--- config.mk ---
export PLATFORM = sky130hd
export DESIGN_NAME = audio_clock_drift_sample_correction
export DESIGN_NICKNAME = d
export VERILOG_FILES = /design/src/acdsc_pkg.sv /design/src/acdsc_mul.sv /design/src/acdsc_seq.sv /design/src/audio_clock_drift_sample_correction.sv
export SDC_FILE = /design/constraint.sdc
export NUM_CORES = 2
export LEC_CHECK = 0
export BUFFER_PORTS_ARGS = -buffer_cell sky130_fd_sc_hd__clkbuf_2
export CAP_MARGIN = 20
export CORE_AREA = 3 3 351 353
export CTS_CLUSTER_SIZE = 14
export DETAILED_ROUTE_END_ITERATION = 12
export DIE_AREA = 0 0 354 356
export GPL_ROUTABILITY_DRIVEN = 0
export PLACE_DENSITY = 0.59
export SLEW_MARGIN = 0
export SYNTH_ARGS = -nofsm -noshare
export SYNTH_HDL_FRONTEND = slang
export SYNTH_SLANG_ARGS = --single-unit
--- constraint.sdc ---
create_clock -name clk -period 29.3 [get_ports clk]
set_clock_uncertainty 0.15 [all_clocks]
set_input_delay 5.86 -clock clk [delete_from_list [all_inputs] [get_ports clk]]
set_output_delay 5.86 -clock clk [all_outputs]
set_load 0.01 [all_outputs]
--- src/acdsc_pkg.sv ---
// shared types, constants and register codes for the audio drift correction block
`timescale 1ns / 1ps
`default_nettype none

package acdsc_pkg;

    localparam int unsigned WARM_W  = 6;
    localparam int unsigned SUM_W   = 48;
    localparam int unsigned MUL_A_W = 32;
    localparam int unsigned MUL_B_W = 25;
    localparam int unsigned MUL_P_W = MUL_A_W + MUL_B_W;

    // frames averaged before any correction is applied
    localparam logic [WARM_W-1:0] AVG_WARMUP = 6'd20;

    // ceil(2^31 / 100): floor(x / 100) = (x * RECIP_100) >> 31 for x below 2^24
    localparam logic [MUL_B_W-1:0] RECIP_100 = 25'd21474837;
    localparam int unsigned        RECIP_SH  = 31;

    localparam logic [6:0] PCT_MAX = 7'd100;

    // register indexes on the configuration port
    localparam logic [2:0] REG_SYNC_TO_AUDIO      = 3'd0;
    localparam logic [2:0] REG_AVG_COEF           = 3'd1;
    localparam logic [2:0] REG_DIFF_THRESHOLD     = 3'd2;
    localparam logic [2:0] REG_NOSYNC_LIMIT       = 3'd3;
    localparam logic [2:0] REG_CORRECTION_PERCENT = 3'd4;
    localparam logic [2:0] REG_SOURCE_RATE        = 3'd5;

    // register reset values
    localparam logic [15:0] RST_AVG_COEF           = 16'd52057;
    localparam logic [30:0] RST_DIFF_THRESHOLD     = 31'd1677722;
    localparam logic [30:0] RST_NOSYNC_LIMIT       = 31'd167772160;
    localparam logic [6:0]  RST_CORRECTION_PERCENT = 7'd10;
    localparam logic [17:0] RST_SOURCE_RATE        = 18'd44100;

    typedef struct packed {
        logic        sync_to_audio;
        logic [15:0] avg_coef;
        logic [30:0] diff_threshold;
        logic [30:0] nosync_limit;
        logic [6:0]  correction_percent;
        logic [17:0] source_rate;
    } cfg_t;

    typedef struct packed {
        logic [15:0] nominal_samples;
        logic [31:0] clock_diff;
        logic        diff_valid;
    } item_t;

    typedef enum logic [3:0] {
        S_IDLE,
        S_CHECK,
        S_MHI,
        S_SUM,
        S_SAT,
        S_ABS,
        S_AHI,
        S_ACMP,
        S_TEST,
        S_RATE,
        S_LOX,
        S_LOD,
        S_HIX,
        S_HID,
        S_OUT
    } seq_state_t;

endpackage

`default_nettype wire

--- src/acdsc_mul.sv ---
// shared unsigned multiplier with registered product
`timescale 1ns / 1ps
`default_nettype none

module acdsc_mul
    import acdsc_pkg::*;
(
    input  wire logic               clk,
    input  wire logic [MUL_A_W-1:0] a,
    input  wire logic [MUL_B_W-1:0] b,
    output logic      [MUL_P_W-1:0] prod
);

    logic [MUL_P_W-1:0] prod_reg;

    always_ff @(posedge clk)
    begin
        prod_reg <= MUL_P_W'(a) * MUL_P_W'(b);
    end

    assign prod = prod_reg;

endmodule

`default_nettype wire

--- src/acdsc_seq.sv ---
// sequencer, datapath and drift state around the shared multiplier
`timescale 1ns / 1ps
`default_nettype none

module acdsc_seq
    import acdsc_pkg::*;
(
    input  wire logic        clk,
    input  wire logic        rst_n,
    input  wire cfg_t        cfg,
    input  wire logic        start,
    input  wire item_t       item,
    input  wire logic        out_free,
    output logic             idle,
    output logic             done,
    output logic [16:0]      wanted
);

    seq_state_t state_reg, state_next;

    logic [15:0]        nb_reg;
    logic [31:0]        diff_reg;
    logic               valid_reg;
    logic [SUM_W-1:0]   sum_reg;
    logic [WARM_W-1:0]  warm_reg;
    logic [63:0]        acc_reg;
    logic [63:0]        t_reg;
    logic [27:0]        raw_reg;
    logic [16:0]        lo_reg;
    logic [16:0]        wanted_reg;

    logic [MUL_A_W-1:0] mul_a;
    logic [MUL_B_W-1:0] mul_b;
    logic [MUL_P_W-1:0] prod;

    logic [6:0]         pct;
    logic [7:0]         pct_lo_mul;
    logic [7:0]         pct_hi_mul;
    logic [31:0]        diff_mag;
    logic               diff_ok;
    logic [SUM_W-1:0]   sum_off;
    logic [SUM_W-1:0]   sum_mag;
    logic [16:0]        coef_f;
    logic [SUM_W-1:0]   scaled;
    logic [SUM_W:0]     sum_wide;
    logic [SUM_W-1:0]   sum_sat;
    logic               avg_hit;
    logic [25:0]        delta_mag;
    logic [27:0]        delta;
    logic [16:0]        hi_val;
    logic [16:0]        clipped;

    acdsc_mul u_mul (
        .clk  (clk),
        .a    (mul_a),
        .b    (mul_b),
        .prod (prod)
    );

    assign pct        = (cfg.correction_percent > PCT_MAX) ? PCT_MAX : cfg.correction_percent;
    assign pct_lo_mul = {1'b0, PCT_MAX - pct};
    assign pct_hi_mul = {1'b0, PCT_MAX} + {1'b0, pct};

    assign diff_mag = diff_reg[31] ? (32'd0 - diff_reg) : diff_reg;
    assign diff_ok  = valid_reg && ({1'b0, diff_mag} < {2'b00, cfg.nosync_limit});

    // sum offset by 2^47 so both halves multiply as unsigned
    assign sum_off = {~sum_reg[SUM_W-1], sum_reg[SUM_W-2:0]};
    assign sum_mag = sum_reg[SUM_W-1] ? (48'd0 - sum_reg) : sum_reg;
    assign coef_f  = 17'h10000 - {1'b0, cfg.avg_coef};

    // floor((coef * sum + 2^15) / 2^16) sits in the upper bits of t_reg
    assign scaled   = t_reg[63:16];
    assign sum_wide = {{17{diff_reg[31]}}, diff_reg} + {scaled[SUM_W-1], scaled};
    always_comb
    begin
        if (sum_wide[SUM_W] != sum_wide[SUM_W-1])
            sum_sat = sum_wide[SUM_W] ? {1'b1, {(SUM_W-1){1'b0}}} : {1'b0, {(SUM_W-1){1'b1}}};
        else
            sum_sat = sum_wide[SUM_W-1:0];
    end

    assign avg_hit = t_reg >= {17'd0, cfg.diff_threshold, 16'd0};

    // trunc toward zero: scale the magnitude, then restore the sign
    assign delta_mag = prod[49:24];
    assign delta     = diff_reg[31] ? (28'd0 - {2'b00, delta_mag}) : {2'b00, delta_mag};

    assign hi_val = prod[RECIP_SH+16:RECIP_SH];

    always_comb
    begin
        priority if ($signed(raw_reg) < $signed({11'd0, lo_reg}))
            clipped = lo_reg;
        else if ($signed(raw_reg) > $signed({11'd0, hi_val}))
            clipped = hi_val;
        else
            clipped = raw_reg[16:0];
    end

    // next state
    always_comb
    begin
        state_next = state_reg;
        unique case (state_reg)
            S_IDLE:  if (start) state_next = S_CHECK;
            S_CHECK: state_next = (cfg.sync_to_audio || !diff_ok) ? S_OUT : S_MHI;
            S_MHI:   state_next = S_SUM;
            S_SUM:   state_next = S_SAT;
            S_SAT:   state_next = (warm_reg < AVG_WARMUP) ? S_OUT : S_ABS;
            S_ABS:   state_next = S_AHI;
            S_AHI:   state_next = S_ACMP;
            S_ACMP:  state_next = S_TEST;
            S_TEST:  state_next = avg_hit ? S_RATE : S_OUT;
            S_RATE:  state_next = S_LOX;
            S_LOX:   state_next = S_LOD;
            S_LOD:   state_next = S_HIX;
            S_HIX:   state_next = S_HID;
            S_HID:   state_next = S_OUT;
            S_OUT:   if (out_free) state_next = S_IDLE;
            default: state_next = S_IDLE;
        endcase
    end

    // multiplier operands
    always_comb
    begin
        mul_a = '0;
        mul_b = '0;
        unique case (state_reg)
            S_CHECK:
            begin
                mul_a = {8'd0, sum_off[23:0]};
                mul_b = {9'd0, cfg.avg_coef};
            end
            S_MHI:
            begin
                mul_a = {8'd0, sum_off[47:24]};
                mul_b = {9'd0, cfg.avg_coef};
            end
            S_ABS:
            begin
                mul_a = {8'd0, sum_mag[23:0]};
                mul_b = {8'd0, coef_f};
            end
            S_AHI:
            begin
                mul_a = {8'd0, sum_mag[47:24]};
                mul_b = {8'd0, coef_f};
            end
            S_TEST:
            begin
                mul_a = diff_mag;
                mul_b = {7'd0, cfg.source_rate};
            end
            S_RATE:
            begin
                mul_a = {16'd0, nb_reg};
                mul_b = {17'd0, pct_lo_mul};
            end
            S_LOX, S_HIX:
            begin
                mul_a = {8'd0, prod[23:0]};
                mul_b = RECIP_100;
            end
            S_LOD:
            begin
                mul_a = {16'd0, nb_reg};
                mul_b = {17'd0, pct_hi_mul};
            end
            default:
            begin
                mul_a = '0;
                mul_b = '0;
            end
        endcase
    end

    always_ff @(posedge clk or negedge rst_n)
    begin
        if (!rst_n)
        begin
            state_reg <= S_IDLE;
            sum_reg   <= '0;
            warm_reg  <= '0;
        end
        else
        begin
            state_reg <= state_next;
            if (state_reg == S_CHECK && !cfg.sync_to_audio && !diff_ok)
            begin
                sum_reg  <= '0;
                warm_reg <= '0;
            end
            else if (state_reg == S_SAT)
            begin
                sum_reg <= sum_sat;
                if (warm_reg < AVG_WARMUP)
                    warm_reg <= warm_reg + 6'd1;
            end
        end
    end

    always_ff @(posedge clk)
    begin
        if (state_reg == S_IDLE && start)
        begin
            nb_reg    <= item.nominal_samples;
            diff_reg  <= item.clock_diff;
            valid_reg <= item.diff_valid;
        end
        unique case (state_reg)
            S_CHECK: wanted_reg <= {1'b0, nb_reg};
            // coef * (sum + 2^47) - coef * 2^47 + 2^15, modulo 2^64
            S_MHI:   acc_reg <= {24'd0, prod[39:0]} + 64'h8000 - {1'b0, cfg.avg_coef, 47'd0};
            S_SUM:   t_reg <= acc_reg + {prod[39:0], 24'd0};
            S_AHI:   acc_reg <= {23'd0, prod[40:0]};
            S_ACMP:  t_reg <= acc_reg + {prod[39:0], 24'd0};
            S_RATE:  raw_reg <= {12'd0, nb_reg} + delta;
            S_LOD:   lo_reg <= prod[RECIP_SH+16:RECIP_SH];
            S_HID:   wanted_reg <= clipped;
            default: ;
        endcase
    end

    assign idle   = (state_reg == S_IDLE);
    assign done   = (state_reg == S_OUT) && out_free;
    assign wanted = wanted_reg;

    a_warm_bound: assert property (@(posedge clk) disable iff (!rst_n)
        warm_reg <= AVG_WARMUP)
        else $error("warm-up count beyond limit");

    a_sum_write: assert property (@(posedge clk) disable iff (!rst_n)
        !$stable(sum_reg) |-> ($past(state_reg) == S_CHECK || $past(state_reg) == S_SAT))
        else $error("drift sum changed outside update steps");

    a_bypass_hold: assert property (@(posedge clk) disable iff (!rst_n)
        (state_reg == S_CHECK && cfg.sync_to_audio) |=> ($stable(sum_reg) && $stable(warm_reg)))
        else $error("audio master mode touched drift state");

    a_clip_range: assert property (@(posedge clk) disable iff (!rst_n)
        (state_reg == S_HID) |=> (wanted_reg >= lo_reg && wanted_reg <= {nb_reg, 1'b0}))
        else $error("corrected count outside clip window");

endmodule

`default_nettype wire

--- src/audio_clock_drift_sample_correction.sv ---
// top level: configuration registers, stream ports and result register
`timescale 1ns / 1ps
`default_nettype none

// Audio drift sample-count correction. Each transaction on the s_ side is one decoded audio
// frame (nominal sample count, signed Q8.24 audio-minus-master clock difference, and a
// flag in s_tuser that is 0 when the difference is not a number); each transaction on the
// m_ side is the sample count the resampler should aim for. A leaky sum of differences
// with decay avg_coef is kept; after 20 valid frames a large enough average moves the
// count by diff * source_rate, clipped to +/- correction_percent. The steps of an item run
// one after another through a single registered 32x25 multiplier that is used up to nine
// times per item; frames in audio master mode, with an invalid or out-of-range difference,
// in warm-up or with no correction due skip the later steps. The result register lets the
// next frame enter while a result waits. The user must write registers through cfg_we,
// cfg_addr and cfg_wdata only while the block is idle; the block does not enforce it.

module audio_clock_drift_sample_correction
    import acdsc_pkg::*;
(
    input  wire logic        clk,
    input  wire logic        rst_n,

    input  wire logic        cfg_we,
    input  wire logic [2:0]  cfg_addr,
    input  wire logic [30:0] cfg_wdata,

    input  wire logic        s_tvalid,
    output logic             s_tready,
    input  wire logic [47:0] s_tdata,   // nominal_samples[15:0], clock_diff[47:16]
    input  wire logic        s_tuser,   // diff_valid

    output logic             m_tvalid,
    input  wire logic        m_tready,
    output logic [23:0]      m_tdata    // wanted_samples[16:0], zero fill above
);

    cfg_t        cfg_reg;
    item_t       item;
    logic        start;
    logic        idle;
    logic        done;
    logic        out_free;
    logic [16:0] wanted;
    logic        m_valid_reg;
    logic [16:0] m_data_reg;

    always_ff @(posedge clk or negedge rst_n)
    begin
        if (!rst_n)
        begin
            cfg_reg.sync_to_audio      <= 1'b0;
            cfg_reg.avg_coef           <= RST_AVG_COEF;
            cfg_reg.diff_threshold     <= RST_DIFF_THRESHOLD;
            cfg_reg.nosync_limit       <= RST_NOSYNC_LIMIT;
            cfg_reg.correction_percent <= RST_CORRECTION_PERCENT;
            cfg_reg.source_rate        <= RST_SOURCE_RATE;
        end
        else if (cfg_we)
        begin
            unique case (cfg_addr)
                REG_SYNC_TO_AUDIO:      cfg_reg.sync_to_audio      <= cfg_wdata[0];
                REG_AVG_COEF:           cfg_reg.avg_coef           <= cfg_wdata[15:0];
                REG_DIFF_THRESHOLD:     cfg_reg.diff_threshold     <= cfg_wdata;
                REG_NOSYNC_LIMIT:       cfg_reg.nosync_limit       <= cfg_wdata;
                REG_CORRECTION_PERCENT: cfg_reg.correction_percent <= cfg_wdata[6:0];
                REG_SOURCE_RATE:        cfg_reg.source_rate        <= cfg_wdata[17:0];
                default:                ;
            endcase
        end
    end

    assign item.nominal_samples = s_tdata[15:0];
    assign item.clock_diff      = s_tdata[47:16];
    assign item.diff_valid      = s_tuser;

    assign s_tready = idle;
    assign start    = s_tvalid && idle;
    assign out_free = !m_valid_reg || m_tready;

    acdsc_seq u_seq (
        .clk      (clk),
        .rst_n    (rst_n),
        .cfg      (cfg_reg),
        .start    (start),
        .item     (item),
        .out_free (out_free),
        .idle     (idle),
        .done     (done),
        .wanted   (wanted)
    );

    always_ff @(posedge clk or negedge rst_n)
    begin
        if (!rst_n)
            m_valid_reg <= 1'b0;
        else if (done)
            m_valid_reg <= 1'b1;
        else if (m_tready)
            m_valid_reg <= 1'b0;
    end

    always_ff @(posedge clk)
    begin
        if (done)
            m_data_reg <= wanted;
    end

    assign m_tvalid = m_valid_reg;
    assign m_tdata  = {7'd0, m_data_reg};

endmodule

`default_nettype wire

==> Yosys cells after proc, flatten, opt, wreduce, memory -nomap -nowiden <==
Cells that the tools add are included.
{ "totals": {"word_cells": 118, "regBits": 469, "output_inout_bits": 26} }
{ "op_classes": {"reduce_logical": 31, "order_cmp": 6, "mul": 1, "bitwise_logic": 1, "add_sub_neg": 12, "muxes": 25, "n_eq_ne": 22} }
{ "ops": {"columns": ["cell", "count"], "rows": [
  ["$mux W48", 5],
  ["$pmux W32 S7", 1],
  ["$pmux W25 S6", 1],
  ["$pmux W64 S2", 1],
  ["$add A64 B64 Y64", 1],
  ["$ge A64 B47 Y1", 1],
  ["$sub A64 B63 Y64", 1],
  ["$pmux W4 S15", 1],
  ["$mul A32 B25 Y50", 1],
  ["$add A32 B48 Y49", 1],
  ["$sub A1 B48 Y48 const A", 1],
  ["$add A40 B16 Y41 const B", 1],
  ["$mux W17", 2],
  ["$pmux W17 S2", 1],
  ["$lt A32 B31 Y1", 1],
  ["$mux W32", 1],
  ["$sub A1 B32 Y32 const A", 1],
  ["$add A16 B28 Y28", 1],
  ["$eq A4 B4 Y1 const B", 7],
  ["$gt A28 B18 Y1", 1],
  ["$lt A28 B18 Y1", 1],
  ["$mux W28", 1],
  ["$sub A1 B26 Y27 const A", 1],
  ["$mux W6", 3],
  ["27 further kinds", 61]
]} }

==> Longest topological paths before layout <==
{ "depth": {"ltp_word": 8, "depth_mapped": 38, "mapped_depth_nobuf": 37} }

==> Hierarchy <==
A second synthesis with hierarchy kept.
{ "hier_totals": {"cells_unflattened": 6115, "hier_area_um2": 57127.3} }
{ "modules_own_cells": {"columns": ["module", "instances", "cells_per_inst", "seq_area_each_um2", "area_per_inst_um2"], "rows": [
  ["acdsc_mul", 1, 3057, 1141.1, 27367.5],
  ["acdsc_seq", 1, 2805, 8628.3, 25127.8],
  ["audio_clock_drift_sample_correction", 1, 253, 3175.5, 4631.9]
]} }

==> Least setup slack after synthesis <==
No wires, ideal clock.
{ "synth_path": {"kind": "flip-flop to flip-flop", "from": "register u_seq.sum_reg[14]", "to": "register u_seq.u_mul.prod_reg[47] (netlist: u_seq.u_mul.prod[47])", "setup_ns": 0.072, "t_required_ns": 29.078, "period_less_slack_ns": 9.727, "slack_ns": 19.573, "arrival_time_ns": 9.505, "path_buffers": 1, "stages_incl_launch_ff": 32, "cell_sequence": "dfrtp_1 or4_1 nor4_1 nand4_1 or4_1 or3_1 o31ai_1 xor2_1 o211ai_1 clkbuf_1 nand2_1 fa_1 fa_1 fa_1 fa_1 inv_1 fa_1 fa_1 inv_1 fa_1 inv_1 ha_1 a2111oi_0 o21ai_0 a22o_1 a31o_2 a21oi_1 nand2_1 a221o_1 a221o_1 a21oi_1 xnor2_1"} }
{ "synth_between": {"elab_chain_len": 4} }
{ "synth_rtl": {"columns": ["item", "line_no", "text"], "rows": [
  ["from (decl)", "acdsc_seq.sv:24", "logic [SUM_W-1:0] sum_reg;"],
  ["from (signal assigned)", "acdsc_seq.sv:197", "sum_reg <= sum_sat;"],
  ["$sub A1 B48 Y48", "acdsc_seq.sv:69", "assign sum_mag = sum_reg[SUM_W-1] ? (48'd0 - sum_reg) : sum_reg;"],
  ["$mux W48", "acdsc_seq.sv:69", null],
  ["$pmux W32 S7 *", "acdsc_seq.sv:130", "unique case (state_reg)"],
  ["$mul A32 B25 Y50 *", "acdsc_mul.sv:18", "prod_reg <= MUL_P_W'(a) * MUL_P_W'(b);"],
  ["to (signal assigned)", "acdsc_mul.sv:18", null],
  ["to (decl)", "acdsc_mul.sv:14", "logic [MUL_P_W-1:0] prod_reg;"]
]} }
Every way passes the cells marked *; elsewhere a longest branch is shown, timed or not.
A chain may end at the register's enable or synchronous reset.

==> Final worst setup path <==
{ "layout_path": {"from": "register u_seq.diff_reg[6]", "to": "register u_seq.u_mul.prod_reg[44] (netlist: u_seq.u_mul.prod[44])"} }
{ "layout_between": {"elab_chain_len": 4} }
{ "layout_rtl": {"columns": ["item", "line_no", "text"], "rows": [
  ["from (decl)", "acdsc_seq.sv:22", "logic [31:0] diff_reg;"],
  ["from (signal assigned)", "acdsc_seq.sv:209", "diff_reg <= item.clock_diff;"],
  ["$sub A1 B32 Y32", "acdsc_seq.sv:64", "assign diff_mag = diff_reg[31] ? (32'd0 - diff_reg) : diff_reg;"],
  ["$mux W32 *", "acdsc_seq.sv:64", null],
  ["$pmux W32 S7 *", "acdsc_seq.sv:130", null],
  ["$mul A32 B25 Y50 *", "acdsc_mul.sv:18", null]
]} }
Marked as above.

==> results.tsv <==
stage	metric	value	unit
global_routing	Most Crowded Layer GR	met2	
setup_path	slowest CP cell	and2_1	
logic_synthesis	EDFF count, synth	250	
cts	H-tree levels	2	
min_path	Hold EP	m_data_reg[13]	
cts	hold buffer count at cts	0	
floorplanning	core area	0.120	mm2
run_status	outcome	completed	
cts	CTS root buffer	clkbuf_16	
layout	most frequent cells in the layout	inv_1 (886), nand2_1 (668), fa_1 (559)	
logic_synthesis	library cells used by synthesis	86	
floorplanning	IO Pins	114	
routing	Antenna Violating Nets Remaining	0	
logic_synthesis	Yosys warnings	0	
sta	crit share post-route	0.382	
global_routing	vias in the first global route	38800	
layout	layout cells sized above 1	0.0839	
placement	placed instance count	6825	
cts	CTS tree	done	
global_routing	gr ovfl total	0	
layout	max reg flops	104	
logic_synthesis	mapped cell area	0.0493	mm2
cts	CTS buffer count	50	
cts	Clock Path Buffers	3	
setup_path	Reg2Reg Depth	29	
sta	Fmax achieved	89.4	MHz
sta	max-slew violation count	0	
routing	DRT Pass-1 Iters	5	
cts	clk slew on worst S/H paths	60	ps
layout	Filler cells	11600	
layout	commonest non-fill, non-tap cell in the layout	inv_1	
global_routing	first-pass GRT wire length	242	mm
min_path	Hold/Removal Path Class	flip-flop to flip-flop	
layout	area growth from synthesis to layout	8.89	%
setup_path	Critical R2R Capture	u_seq.u_mul.prod[44]	
global_routing	met2 Track Usage GR	0.409	
sta	worst slew pin tran	1230	ps
sta	final setup vio count	0	
routing	Via density	5.52	
floorplanning	die area	0.126	mm2
cts	post-CTS setup buffer count	0	
logic_synthesis	Primary FF master, synth	edfxtp_1	
min_path	worst hold path depth	0	
routing	Residual DRC	0	
setup_path	Critical Path Max Stage Delay	880	ps
routing	vias	38200	
sta	minimum clock period	11180	ps
sta	relative slew slack	0.172	
sta	unrepaired setup endpoints after global routing	no	
setup_path	CP max FO	18	
flow_run	maxcap violations	0	
global_routing	met1 GRT Util	0.338	
setup_path	reg2reg setup slack	18120	ps
setup_path	Crit path top cell by count	fa_1	
layout	register area	0.0126	mm2
floorplanning	DIE WIDTH	354	um
setup_path	CP Launch Type	flip-flop	
logic_synthesis	sequential area share after synthesis	0.256	
layout	ANT cells	0	
cts	PostCTS Resize Cnt	0	
min_path	origin of the worst min-delay path	u_seq.wanted[13]	
logic_synthesis	Synth top area share	0.227	
global_routing	gr usage total	0.254	
cts	clock latency on the worst-skew pair	620	ps
global_routing	met3 Usage GRT	0.0362	
setup_path	CP Class	flip-flop to flip-flop	
logic_synthesis	Post-Synthesis Cells	5222	
logic_synthesis	average cell area after synthesis	9.44	um2
layout	final core utilization	0.447	
setup_path	CP startpoint	u_seq.diff_reg[6]	
logic_synthesis	FFs w/ async S/R, synth	0.352	
global_routing	initial antenna violation count	12	
routing	drt total wl	160	mm
layout	Final nets	6343	
floorplanning	row count	127	
floorplanning	die height	356	um
layout	area taken by multi-input logic gates	0.0327	mm2
setup_path	CP Data Required Time	29680	ps
cts	# clock sinks	463	
setup_path	CP endpoint kind	flip-flop	
logic_synthesis	#FFs+latches synth	463	
floorplanning	Starting Density	0.410	
placement	# port buffers	106	
sta	final hold vios	0	
placement	Final HPWL DP	125	mm
global_routing	largest net degree at the start of global routing	76	
setup_path	RR Startpoint	u_seq.diff_reg[6]	
logic_synthesis	synth top area cells	fa_1 (23%), edfxtp_1 (15%), ha_1 (11%)	
logic_synthesis	post-synth top area cell	fa_1	
layout	Non-Filler Instances	6917	
routing	Initial DRC Count	3369	
routing	WL per Instance	23.1	um
setup_path	CP arrival	11570	ps
sta	Sum Neg Setup Slack	0	ps
kinds of logic after synthesis:
kind of cell	after synthesis	synth area share
AOI/OAI and AO/OA	835	0.109
DFF	463	0.256
and+or+nand+nor	1427	0.136
adders and majority gates	990	0.336
xor gates and xnor gates	298	0.0530
other	2	0.000152
buffers and inverters	1097	0.0847
muxes	110	0.0246
final cells by class:
type                    count  area share
well taps                1612      0.0376
inverters                 887      0.0620
clock inverters            28     0.00725
flip-flops and latches    463       0.235
repair buffers            185      0.0210
clock buffers              64      0.0268
multi-input cells        3678       0.610
per-layer routing:
metal | routed length [um] | vias to the layer above | share of wire
met2 | 72300 | 1610 | 0.45
met3 | 12700 | 341 | 0.080
met5 | 13 | - | 0.000081
li1 | - | 17200 | -
met1 | 66000 | 19000 | 0.41
met4 | 9000 | 2 | 0.056
per-stage QoR:
| stage | hold slack (ps) | setup slack (ps) | area (um2) |
|---|---|---|---|
| finish | 261 | 18120 | 53700 |
| global placement | 253 | 18350 | 51800 |
| CTS | 258 | 18220 | 53700 |
| global route | 273 | 17720 | 53700 |
| detailed placement | 255 | 18240 | 51800 |
| floorplan | 250 | 19570 | 49300 |
cells in the mapped netlist, drive strengths merged, types with 32 or more instances:
master and n:
a21o 99, a21oi 191, and2 163, and3 45, clkbuf 181, dfrtp 133
dfxtp 50, edfxtp 250, fa 559, ha 431, inv 886, mux2 89
nand2 670, nand2b 44, nand3 44, nand4 32, nor2 224, nor2b 34
nor3 50, o21ai 244, o31ai 34, xnor2 188, xor2 110
worst max-delay path, delay by kind of cell (launching register included):
family,cells,cell delay (ps)
xor+xnor,2,550
simple gates,8,3570
compound gates,8,2260
flops,1,430
fa+ha+maj,8,4000
buf+inv,3,150
worst max-delay path by stage:
stage | endpoint | slack, ps | cells past startpoint
global placement | u_seq.u_mul.prod[44] | 18350 | 29
floorplan | u_seq.u_mul.prod[47] | 19570 | 31
finish | u_seq.u_mul.prod[44] | 18120 | 29
detailed placement | u_seq.u_mul.prod[44] | 18240 | 29
global route | u_seq.u_mul.prod[44] | 17720 | 31
CTS | u_seq.u_mul.prod[44] | 18220 | 29
Power is not shown: default switching activity piles up to over one toggle a cycle in this logic, so the estimate is an artifact.
